==> src/wpm_pkg.sv <==
// ----------------------------------------------------------------------------
// Wildcard pattern matcher package
// Shared sizes, action codes, pattern symbols and interface types.
// ----------------------------------------------------------------------------
`default_nettype none

package wpm_pkg;

  localparam int unsigned MaxPattern = 32;
  localparam int unsigned LenW       = $clog2(MaxPattern + 1);

  localparam logic [1:0] ACT_CLEAR  = 2'd0;
  localparam logic [1:0] ACT_APPEND = 2'd1;
  localparam logic [1:0] ACT_TEXT   = 2'd2;
  localparam logic [1:0] ACT_END    = 2'd3;

  localparam logic [7:0] SYM_STAR = 8'h2A;
  localparam logic [7:0] SYM_ANY  = 8'h3F;

  typedef struct packed {
    logic clear;
    logic step;
    logic restart;
  } wpm_ctrl_t;

  typedef struct packed {
    logic matched;
    logic overflow;
  } wpm_res_t;

endpackage

`default_nettype wire

==> src/wpm_cell.sv <==
// ----------------------------------------------------------------------------
// Wildcard pattern matcher cell
// Holds one pattern byte with its start and prefix flags and forms the
// generate and propagate terms of the star closure.
// ----------------------------------------------------------------------------
`default_nettype none

module wpm_cell (
  input  wire logic              clk_i,
  input  wire logic              rst_ni,
  input  wire wpm_pkg::wpm_ctrl_t ctrl_i,
  input  wire logic              load_i,
  input  wire logic              active_i,
  input  wire logic [7:0]        symbol_i,
  input  wire logic              start_prev_i,
  input  wire logic              prefix_prev_i,
  input  wire logic              next_i,
  output logic                   start_o,
  output logic                   prefix_o,
  output logic                   gen_o,
  output logic                   prop_o
);
  import wpm_pkg::*;

  logic [7:0] pat_q;
  logic       start_q, start_d;
  logic       prefix_q, prefix_d;
  logic       is_star;
  logic       hit;

  assign is_star = (pat_q == SYM_STAR);
  assign hit     = (pat_q == symbol_i) || (pat_q == SYM_ANY) || is_star;
  assign gen_o   = active_i & ((prefix_prev_i & hit) | (is_star & prefix_q));
  assign prop_o  = active_i & is_star;

  always_comb begin
    start_d = start_q;
    if (ctrl_i.clear) begin
      start_d = 1'b0;
    end else if (load_i) begin
      start_d = (symbol_i == SYM_STAR) & start_prev_i;
    end
  end

  always_comb begin
    prefix_d = prefix_q;
    if (ctrl_i.step) begin
      prefix_d = next_i;
    end else if (ctrl_i.restart) begin
      prefix_d = start_d;
    end
  end

  always_ff @(posedge clk_i or negedge rst_ni) begin
    if (!rst_ni) begin
      start_q  <= 1'b0;
      prefix_q <= 1'b0;
    end else begin
      start_q  <= start_d;
      prefix_q <= prefix_d;
    end
  end

  always_ff @(posedge clk_i) begin
    if (load_i) begin
      pat_q <= symbol_i;
    end
  end

  assign start_o  = start_q;
  assign prefix_o = prefix_q;

endmodule

`default_nettype wire

==> src/wpm_out_skid.sv <==
// ----------------------------------------------------------------------------
// Wildcard pattern matcher output stage
// Output register with a skid entry so that the input side keeps moving
// while a result word waits.
// ----------------------------------------------------------------------------
`default_nettype none

module wpm_out_skid (
  input  wire logic             clk_i,
  input  wire logic             rst_ni,
  input  wire logic             res_valid_i,
  input  wire wpm_pkg::wpm_res_t res_i,
  output logic                  full_o,
  output logic                  out_valid_o,
  input  wire logic             out_stall_i,
  output wpm_pkg::wpm_res_t     out_o
);
  import wpm_pkg::*;

  logic     out_valid_q;
  logic     skid_valid_q;
  wpm_res_t out_q;
  wpm_res_t skid_q;
  logic     out_free;

  assign out_free = !out_valid_q || !out_stall_i;

  always_ff @(posedge clk_i or negedge rst_ni) begin
    if (!rst_ni) begin
      out_valid_q  <= 1'b0;
      skid_valid_q <= 1'b0;
    end else if (out_free) begin
      out_valid_q  <= skid_valid_q | res_valid_i;
      skid_valid_q <= 1'b0;
    end else if (res_valid_i) begin
      skid_valid_q <= 1'b1;
    end
  end

  always_ff @(posedge clk_i) begin
    if (out_free) begin
      out_q <= skid_valid_q ? skid_q : res_i;
    end else if (res_valid_i) begin
      skid_q <= res_i;
    end
  end

  assign full_o      = skid_valid_q;
  assign out_valid_o = out_valid_q;
  assign out_o       = out_q;

endmodule

`default_nettype wire

==> src/wildcard_pattern_matcher_unit.sv <==
// ----------------------------------------------------------------------------
// Wildcard pattern matcher unit
// Matches streamed text against a stored pattern with '?' and '*' wildcards
// using a row of pattern cells that share a bit vector of matched prefixes.
//
//   Channel  Direction  Handshake                Fields
//   in       input      in_valid_i / in_stall_o  action_i, symbol_i
//   out      output     out_valid_o / out_stall_i matched_o, pattern_overflow_o
//
// A new word is accepted in every cycle unless the input stalls.
// A result word is registered in the output register, or first in the skid entry while the output stalls.
// The star closure across all cells is one carry chain of 33 bits.
// Reset leaves an empty pattern and no overflow.
// The input stalls only when a result waits and the skid entry is also full.
// ----------------------------------------------------------------------------
`default_nettype none

module wildcard_pattern_matcher_unit (
  input  wire logic       clk_i,
  input  wire logic       rst_ni,
  input  wire logic       in_valid_i,
  output logic            in_stall_o,
  input  wire logic [1:0] action_i,
  input  wire logic [7:0] symbol_i,
  output logic            out_valid_o,
  input  wire logic       out_stall_i,
  output logic            matched_o,
  output logic            pattern_overflow_o
);
  import wpm_pkg::*;

  logic                  in_accept;
  logic                  pat_full;
  logic                  do_append;
  logic [LenW-1:0]       length_q;
  logic                  ovf_q;
  logic                  prefix0_q;
  wpm_ctrl_t             ctrl;
  logic [MaxPattern-1:0] load;
  logic [MaxPattern-1:0] active;
  logic [MaxPattern-1:0] start_bits;
  logic [MaxPattern-1:0] prefix_bits;
  logic [MaxPattern-1:0] gen;
  logic [MaxPattern-1:0] prop;
  logic [MaxPattern:0]   add_a;
  logic [MaxPattern:0]   add_b;
  logic [MaxPattern:0]   add_s;
  logic [MaxPattern:0]   carry;
  logic [MaxPattern:0]   prefix_vec;
  logic                  res_valid;
  wpm_res_t              res;
  wpm_res_t              out_res;

  assign in_accept = in_valid_i && !in_stall_o;
  assign pat_full  = (length_q == LenW'(MaxPattern));
  assign do_append = in_accept && (action_i == ACT_APPEND) && !pat_full;

  assign ctrl.clear   = in_accept && (action_i == ACT_CLEAR);
  assign ctrl.step    = in_accept && (action_i == ACT_TEXT);
  assign ctrl.restart = in_accept && (action_i != ACT_TEXT);

  // Star closure: next[k] = gen[k] | star[k] & next[k-1], run as a carry chain.
  assign add_a = {1'b0, gen | prop};
  assign add_b = {1'b0, gen};
  assign add_s = add_a + add_b;
  assign carry = add_s ^ add_a ^ add_b;

  genvar gi;
  generate
    for (gi = 0; gi < MaxPattern; gi++) begin : g_cell
      assign load[gi]   = do_append && (length_q == LenW'(gi));
      assign active[gi] = (LenW'(gi) < length_q);

      wpm_cell u_cell (
        .clk_i         (clk_i),
        .rst_ni        (rst_ni),
        .ctrl_i        (ctrl),
        .load_i        (load[gi]),
        .active_i      (active[gi]),
        .symbol_i      (symbol_i),
        .start_prev_i  ((gi == 0) ? 1'b1 : start_bits[(gi == 0) ? 0 : gi - 1]),
        .prefix_prev_i ((gi == 0) ? prefix0_q : prefix_bits[(gi == 0) ? 0 : gi - 1]),
        .next_i        (carry[gi + 1]),
        .start_o       (start_bits[gi]),
        .prefix_o      (prefix_bits[gi]),
        .gen_o         (gen[gi]),
        .prop_o        (prop[gi])
      );
    end
  endgenerate

  always_ff @(posedge clk_i or negedge rst_ni) begin
    if (!rst_ni) begin
      length_q  <= '0;
      ovf_q     <= 1'b0;
      prefix0_q <= 1'b1;
    end else begin
      if (ctrl.clear) begin
        length_q <= '0;
        ovf_q    <= 1'b0;
      end else if (do_append) begin
        length_q <= length_q + LenW'(1);
      end else if (in_accept && (action_i == ACT_APPEND)) begin
        ovf_q <= 1'b1;
      end
      if (ctrl.step) begin
        prefix0_q <= 1'b0;
      end else if (ctrl.restart) begin
        prefix0_q <= 1'b1;
      end
    end
  end

  assign prefix_vec   = {prefix_bits, prefix0_q};
  assign res_valid    = in_accept && (action_i == ACT_END);
  assign res.matched  = prefix_vec[length_q];
  assign res.overflow = ovf_q;

  wpm_out_skid u_out (
    .clk_i       (clk_i),
    .rst_ni      (rst_ni),
    .res_valid_i (res_valid),
    .res_i       (res),
    .full_o      (in_stall_o),
    .out_valid_o (out_valid_o),
    .out_stall_i (out_stall_i),
    .out_o       (out_res)
  );

  assign matched_o          = out_res.matched;
  assign pattern_overflow_o = out_res.overflow;

  a_prefix_in_range : assert property (@(posedge clk_i) disable iff (!rst_ni)
    (prefix_bits & ~active) == '0)
    else $error("prefix flag set beyond the pattern length");

  a_start_in_range : assert property (@(posedge clk_i) disable iff (!rst_ni)
    (start_bits & ~active) == '0)
    else $error("start flag set beyond the pattern length");

  a_length_bound : assert property (@(posedge clk_i) disable iff (!rst_ni)
    length_q <= LenW'(MaxPattern))
    else $error("pattern length beyond capacity");

  a_result_shown : assert property (@(posedge clk_i) disable iff (!rst_ni)
    res_valid |=> out_valid_o)
    else $error("end-of-text word gave no result word");

endmodule

`default_nettype wire

==> config.mk <==
export PLATFORM = sky130hd
export DESIGN_NAME = wildcard_pattern_matcher_unit
export DESIGN_NICKNAME = d
export VERILOG_FILES = /design/src/wpm_pkg.sv /design/src/wpm_cell.sv /design/src/wpm_out_skid.sv /design/src/wildcard_pattern_matcher_unit.sv
export SDC_FILE = /design/constraint.sdc
export NUM_CORES = 1
export LEC_CHECK = 0
export BUFFER_PORTS_ARGS = -buffer_cell sky130_fd_sc_hd__buf_2
export CELL_PAD_IN_SITES_DETAIL_PLACEMENT = 1
export CELL_PAD_IN_SITES_GLOBAL_PLACEMENT = 1
export CORE_ASPECT_RATIO = 0.8
export CORE_UTILIZATION = 25
export CTS_BUF_LIST = sky130_fd_sc_hd__clkbuf_2
export CTS_CLUSTER_DIAMETER = 150
export DETAILED_ROUTE_END_ITERATION = 8
export GPL_TIMING_DRIVEN = 0
export PLACE_DENSITY_LB_ADDON = 0.1
export SKIP_CTS_REPAIR_TIMING = 1
export SYNTH_ARGS = -nofsm -noshare
export SYNTH_HDL_FRONTEND = slang
export SYNTH_HIERARCHICAL = 1
export SYNTH_SLANG_ARGS = --single-unit
==> constraint.sdc <==
create_clock -name clk_i -period 6.7 [get_ports clk_i]
set_clock_uncertainty 0.1 [all_clocks]
set_input_delay 0.67 -clock clk_i [delete_from_list [all_inputs] [get_ports clk_i]]
set_output_delay 0.67 -clock clk_i [all_outputs]
set_load 0.02 [all_outputs]
==> results of run 1 <==
## worst paths after layout
path | start | endpoint | slack [ns] | depth (start not counted)
setup reg to reg | length_q[1] | g_cell[25].u_cell/prefix_o | 0.56 | 15
max in group asynchronous | rst_ni | prefix0_q | 5.57 | 4
min in group asynchronous | rst_ni | g_cell[10].u_cell/start_o | 0.47 | 4
hold reg to reg | g_cell[31].u_cell/start_o | g_cell[31].u_cell/start_o | 0.39 | 2
hold / removal | out_stall_i | u_out/out_valid_o | 0.27 | 3
setup / recovery | length_q[1] | g_cell[25].u_cell/prefix_o | 0.56 | 15
## synth_stat cells (20+ instances only)
master / count / share of area (%)
edfxtp_1: 260 / 42
and3_1: 39 / 1.3
nand3_1: 103 / 2.8
a21oi_1: 20 / 0.54
nor4_1: 36 / 1.2
xor2_1: 33 / 1.6
dfrtp_1: 73 / 9.9
or3_1: 38 / 1.3
nand2_1: 128 / 2.6
xnor2_1: 226 / 11
nor4b_2: 64 / 5.2
nor4_2: 32 / 2.2
nor2_1: 143 / 2.9
a211o_1: 33 / 1.6
a311oi_1: 32 / 1.5
nand2b_1: 39 / 1.3
nand4_1: 64 / 2.2
a211oi_1: 34 / 1.4
a21o_1: 51 / 2.1
## flip-flops by register name (all words and copies together), names as in the netlist
register and flops:
g_cell.u_cell/pat_q 256, g_cell.u_cell/prefix_o 32, g_cell.u_cell/start_o 32, length_q 6, ovf_q 1, prefix0_q 1, u_out/full_o 1, u_out/out_o 2
u_out/out_valid_o 1, u_out/skid_q 2
## metal layers
layer	share of wire, %	vias to the layer above	track usage (%)	wire [um]
met5	0	-	0	0
met4	2.7	0	5.103	1677
li1	-	6470	-	-
met3	3.3	119	3.447	2033
met1	52	7129	24.29	32330
met2	42	215	24.89	26170
## cell usage in the layout (no fill, tap or decap), types with 6 or more instances in the layout
cell             n
a211o_1         33
a211oi_1        34
a21o_1          51
a21oi_1         19
a311oi_1        32
and3_1          38
buf_16          10
buf_2            9
buf_4            6
buf_6           14
clkbuf_1        13
clkbuf_2       137
clkinv_1        31
dfrtp_1         73
dlygate4sd3_1   16
edfxtp_1       260
inv_1           11
mux4_2           9
nand2_1        128
nand2b_1        39
nand3_1        103
nand4_1         64
nor2_1         143
nor3_2           8
nor4_1          32
nor4_2          36
nor4b_2         64
o21ai_0         13
o21bai_1         7
or3_1           38
xnor2_1        226
xor2_1          33
## per-stage QoR
stage | setup WS (ns) | total power, mW | cells | utilization [%] | hold slack [ns]
after floorplan | 0.1382 | 2.671 | 1580 | - | 0.2744
after global placement | -3.992 | 3.008 | 2542 | 27.25 | 0.3499
after detailed placement | 0.4881 | 3.016 | 2565 | 27.97 | 0.3749
after CTS | 0.4275 | 4.599 | 2742 | 29.13 | -0.8155
after global routing | 0.1795 | 4.744 | 2764 | 29.44 | 0.1374
final | 0.5618 | 4.493 | 2764 | 29.44 | 0.2735
## layout make-up
class                           count  area [um^2]  share of cell area [%]
Clock buffer                      137        685.7                   3.205
Antenna cell                        5        12.51                 0.05849
Tap cell                          945         1182                   5.527
Clock inverter                     40        156.4                  0.7311
Multi-Input combinational cell   1221         8867                   41.45
Timing Repair Buffer               57        733.2                   3.427
Inverter                           11        41.29                  0.1930
Buffer                             14        53.80                  0.2515
Sequential cell                   334         9661                   45.16
## where the power goes
part           internal, mW  switching (mW)
Combinational         0.221           0.410
Clock                 0.555           0.968
Sequential             2.28          0.0608
Total                  3.05            1.44
## kinds of logic (layout without fill, tap and decap cells)
family	after synthesis	count (layout)	synth area share (%)
compound gates	221	221	9.167
xor+xnor	259	259	12.24
fa+ha+maj	3	3	0.2025
buf+inv	25	259	0.5130
flops	334	334	52.12
mux	14	14	1.377
other cells	1	6	0.02023
simple gates	723	723	24.36
## tightest hold or removal path: cells and delay by family
kind	cells	cell delay, ns
buffers and inverters	2	0.66
AOI/OAI and AO/OA	1	0.12
==> qor.csv, run 1 <==
stage;metric;value;unit
status;outcome;finished, final reports clean;
cts;CTS tree;done;
floorplan;initial core utilization;25.51;%
detailed_routing;Post-DRT Antenna Nets;0;
setup_path;Startpoint Class;register;
synthesis;asr flop ratio synth;22.16;%
cts;CTS H-Tree Depth;3;
timing;setup violators final;0;
final_layout;final instance area;21390;um^2
cts;Longest Clk Path Bufs;3;
placed_design;Port Buf Inserts;17;
setup_path;WP data required;7.68;ns
timing;Slew Viols, Final;0;
synthesis;prevailing post-synth register cell;edfxtp_1;
setup_path;CP delay by family, top;compound AO/OA/AOI/OAI gates;
placed_design;Post-DP HPWL;40010;um
detailed_routing;drt first pass iters;4;
timing;worst-margin pin slew;1.141;ns
synthesis;flop and latch count out of synthesis;334;
timing;max_slew headroom;23.62;%
power_and_ir_drop;Leak;7.434;nW
final_layout;fin nets;1750;
floorplan;I/O pin cnt;18;
floorplan;die footprint;75240;um^2
grt;first-pass GRT wire length;95660;um
final_layout;layout cells sized above 1;17.86;%
hold_path;Worst Hold Class;input port to register;
synthesis;warnings from Yosys;6;
cts;number of buffers created by CTS;94;
timing;crit path time final;6.138;ns
floorplan;core area;72670;um^2
floorplan;Rows;88;
grt;largest net degree at the start of global routing;72;
detailed_routing;drt drc;0;
detailed_routing;Vias/cell;5.041;
cts;Clock transition at path regs;0.11;ns
cts;clk sinks;334;
power_and_ir_drop;Max VDD drop;0.00009716;V
setup_path;crit-path most repeated cell;nand2b_1;
synthesis;Unique masters post-synth;61;
detailed_routing;Iteration-0 DRC Markers;670;
setup_path;crit path kind;register to register;
placed_design;Final Wtd Congestion;0.7494;
detailed_routing;Routed WL;62210;um
run;number of max-cap violations;0;
power_and_ir_drop;P per Cell Area;210.0;nW/um^2
cts;Root Buffer;clkbuf_2;
synthesis;number of synthesized flops with an enable pin;260;
setup_path;worst-path cell chain;clkbuf_1 -> inv_1 -> ha_1 -> nand2b_1 -> nand2_1 -> nand2b_1 -> nor4_2 -> a211o_1 -> a21oi_1 -> o311ai_1 -> and2_1 -> a2bb2oi_1 -> a41o_2 -> a221o_1 -> a21o_1;
final_layout;Fill cells;8072;
cts;clk_lat worst skew;1.19;ns
grt;Tot GR Track Use;16.78;%
detailed_routing;WL per Instance;22.51;um
setup_path;CP Max Fanout;10;
detailed_routing;total number of vias;13930;
grt;vias in the first global route;15000;
timing;Final Cycle Share;91.62;%
final_layout;area grow syn2layout;15.42;%
setup_path;Critical Path End Type;register;
timing;RSZ-0062 raised after global routing;false;
floorplan;die height;245.5;um
synthesis;Cell Area, Synth;18540;um^2
synthesis;cells after synthesis;1580;
floorplan;Die Span X;306.4;um
placed_design;Post-DP Area;20320;um^2
grt;antenna violations before repair;4;
grt;grt total ovfl;0;
setup_path;Crit-path slowest cell;clkbuf_1;
timing;Peak Freq;162.9;MHz
timing;final hold vios;0;
setup_path;Max stage delay on crit path;0.77;ns
setup_path;WP buf/inv;2;
setup_path;CP arrival;7.12;ns
synthesis;Mapped Nets;1597;
synthesis;post-synthesis sequential area ratio;52.12;%
timing;Final TNS setup;0;ns
synthesis;mean post-synth cell area;11.73;um^2
No activity file was read; power rests on OpenSTA's default activity.
==> inputs of run 2 (changes only) <==
==> constraint.sdc (replaced) <==
create_clock -name clk_i -period 6.6 [get_ports clk_i]
set_clock_uncertainty 0.1 [all_clocks]
set_input_delay 1.98 -clock clk_i [delete_from_list [all_inputs] [get_ports clk_i]]
set_output_delay 1.98 -clock clk_i [all_outputs]
set_load 0.02 [all_outputs]
==> qor.csv, run 2 (synthesis results as in run 1) <==
stage;metric;value;unit;change
grt;vias in the first global route;14930;;was 15000
detailed_routing;WL per Instance;22.76;um;was 22.51 um
detailed_routing;Post-DRT Antenna Nets;0;;unchanged
final_layout;commonest non-fill, non-tap cell in the layout;edfxtp_1;;unchanged
timing;crit path time final;6.071;ns;was 6.138 ns
final_layout;area grow syn2layout;14.53;%;was 15.42%
cts;clk sinks;334;;unchanged
setup_path;CP Max Fanout;10;;unchanged
timing;RSZ-0062 raised after global routing;false;;unchanged
power_and_ir_drop;Max VDD drop;0.0001050;V;was 0.00009716 V
setup_path;WP data required;7.52;ns;was 7.68 ns
cts;CTS H-Tree Depth;3;;unchanged
hold_path;Worst Hold Class;register to register;;was input port to register
cts;Clock transition at path regs;0.11;ns;about the same
floorplan;Die Span X;306.4;um;unchanged
final_layout;Most flops, register;g_cell.u_cell/pat_q;;unchanged
final_layout;max reg flops;256;;unchanged
timing;Peak Freq;164.7;MHz;was 162.9 MHz
timing;setup violators final;0;;unchanged
timing;Slew Viols, Final;0;;unchanged
final_layout;fin nets;1732;;was 1750
detailed_routing;Iteration-0 DRC Markers;603;;was 670
floorplan;initial core utilization;25.51;%;unchanged
grt;antenna violations before repair;3;;was 4
cts;clk_lat worst skew;1.20;ns;was 1.19 ns
power_and_ir_drop;Leak;7.352;nW;was 7.434 nW
status;outcome;finished, final reports clean;;unchanged
detailed_routing;Routed WL;62490;um;was 62210 um
setup_path;Critical Path End Type;register;;unchanged
grt;Tot GR Track Use;16.84;%;was 16.78%
final_layout;Fill cells;8072;;unchanged
timing;final hold vios;0;;unchanged
cts;Root Buffer;clkbuf_2;;unchanged
detailed_routing;total number of vias;13870;;was 13930
cts;Longest Clk Path Bufs;3;;unchanged
detailed_routing;drt drc;0;;unchanged
detailed_routing;Vias/cell;5.053;;was 5.041
power_and_ir_drop;P per Cell Area;215.2;nW/um^2;was 210.0 nW/um^2
timing;Worst Slack Setup Final;0.5287;ns;was 0.5618 ns
timing;Final Cycle Share;91.99;%;was 91.62%
floorplan;I/O pin cnt;18;;unchanged
cts;CTS tree;done;;unchanged
placed_design;Final Wtd Congestion;0.7456;;was 0.7494
placed_design;Port Buf Inserts;17;;unchanged
grt;largest net degree at the start of global routing;74;;was 72
floorplan;die height;245.5;um;unchanged
placed_design;Post-DP HPWL;39690;um;was 40010 um
timing;worst-margin pin slew;1.209;ns;was 1.141 ns
grt;first-pass GRT wire length;95850;um;was 95660 um
floorplan;die footprint;75240;um^2;unchanged
placed_design;worst slack, placed;-0.06136;ns;was 0.4881 ns
timing;max_slew headroom;18.77;%;was 23.62%
grt;grt total ovfl;0;;unchanged
run;number of max-cap violations;0;;unchanged
detailed_routing;drt first pass iters;5;;was 4
setup_path;CP arrival;7.00;ns;was 7.12 ns
floorplan;Rows;88;;unchanged
setup_path;Startpoint Class;register;;unchanged
setup_path;crit path kind;register to register;;unchanged
final_layout;final core utilization;29.21;%;was 29.44%
cts;number of buffers created by CTS;96;;was 94
final_layout;layout cells sized above 1;17.96;%;was 17.86%
final_layout;most frequent cells in the layout;260 x edfxtp_1, 226 x xnor2_1, 143 x nor2_1, 140 x clkbuf_2, 128 x nand2_1;;was 260 x edfxtp_1, 226 x xnor2_1, 143 x nor2_1, 137 x clkbuf_2, 128 x nand2_1
floorplan;core area;72670;um^2;unchanged
## run 2: cell count changes in the layout (fill, tap and decap cells not counted), moves of 2 or more
cell,previous run,this run
diode_2,5,7
clkinv_1,31,27
clkbuf_2,137,140
nor3_2,8,6
buf_6,14,8
dlygate4sd3_1,16,0
## run 2: final timing paths
check	end	start	cells after the start	slack (ns)
max	g_cell[30].u_cell/prefix_o	length_q[1]	16	0.53
min	g_cell[31].u_cell/start_o	g_cell[31].u_cell/start_o	2	0.37
max reg2reg	g_cell[30].u_cell/prefix_o	length_q[1]	16	0.53
min reg2reg	g_cell[31].u_cell/start_o	g_cell[31].u_cell/start_o	2	0.37
max in group asynchronous	prefix0_q	rst_ni	2	4.85
min in group asynchronous	g_cell[11].u_cell/start_o	rst_ni	1	0.75
## run 2: cell type report
type / instances / area (um^2) / share of cell area (%)
Sequential cell: 334 / 9661 / 45.51
Inverter: 11 / 41.29 / 0.1945
Buffer: 14 / 53.80 / 0.2534
Clock inverter: 36 / 142.6 / 0.6719
Antenna cell: 7 / 17.52 / 0.08252
Tap cell: 945 / 1182 / 5.570
Multi-Input combinational cell: 1221 / 8869 / 41.78
Timing Repair Buffer: 37 / 560.5 / 2.641
Clock buffer: 140 / 700.7 / 3.301
## run 2: critical path, cell delays in order, from the launching register on
cell      delay, ns
dfrtp_1        0.53
clkbuf_1       0.48
inv_1          0.38
ha_1           0.50
nor2b_1        0.46
o21ai_0        0.28
nand2b_1       0.18
nor4_2         0.06
a211o_1        0.38
a222oi_1       0.31
nor4b_1        0.30
a31oi_1        0.35
a31oi_2        0.50
inv_1          0.25
a221oi_1       0.50
a21boi_0       0.16
a21o_1         0.21
## run 2: metal layers
layer	global-route usage, %	wire [um]	vias to the layer above
met3	3.241	2100	101
li1	-	-	6440
met4	4.662	1196	2
met2	25.30	26690	207
met5	0	13	-
met1	24.42	32490	7120
## run 2: where the power goes
group / total [mW] / switching, mW / internal [mW]
combinational: 0.632 / 0.413 / 0.218
clock: 1.56 / 0.993 / 0.572
sequential: 2.37 / 0.0593 / 2.31
## run 2: metrics by stage
step | area [um^2] | total power [mW] | hold WS [ns] | std cells | TNS, ns
after CTS | 21190 | 4.686 | 0.3792 | 2738 | 0
after detailed placement | 20350 | 3.063 | 0.3605 | 2562 | -0.08821
after global placement | 19810 | 3.044 | 0.3502 | 2542 | -93.72
after floorplan | 18540 | 2.710 | 0.3326 | 1580 | 0
final | 21230 | 4.569 | 0.3717 | 2745 | 0
after global routing | 21220 | 4.820 | 0.4095 | 2743 | 0
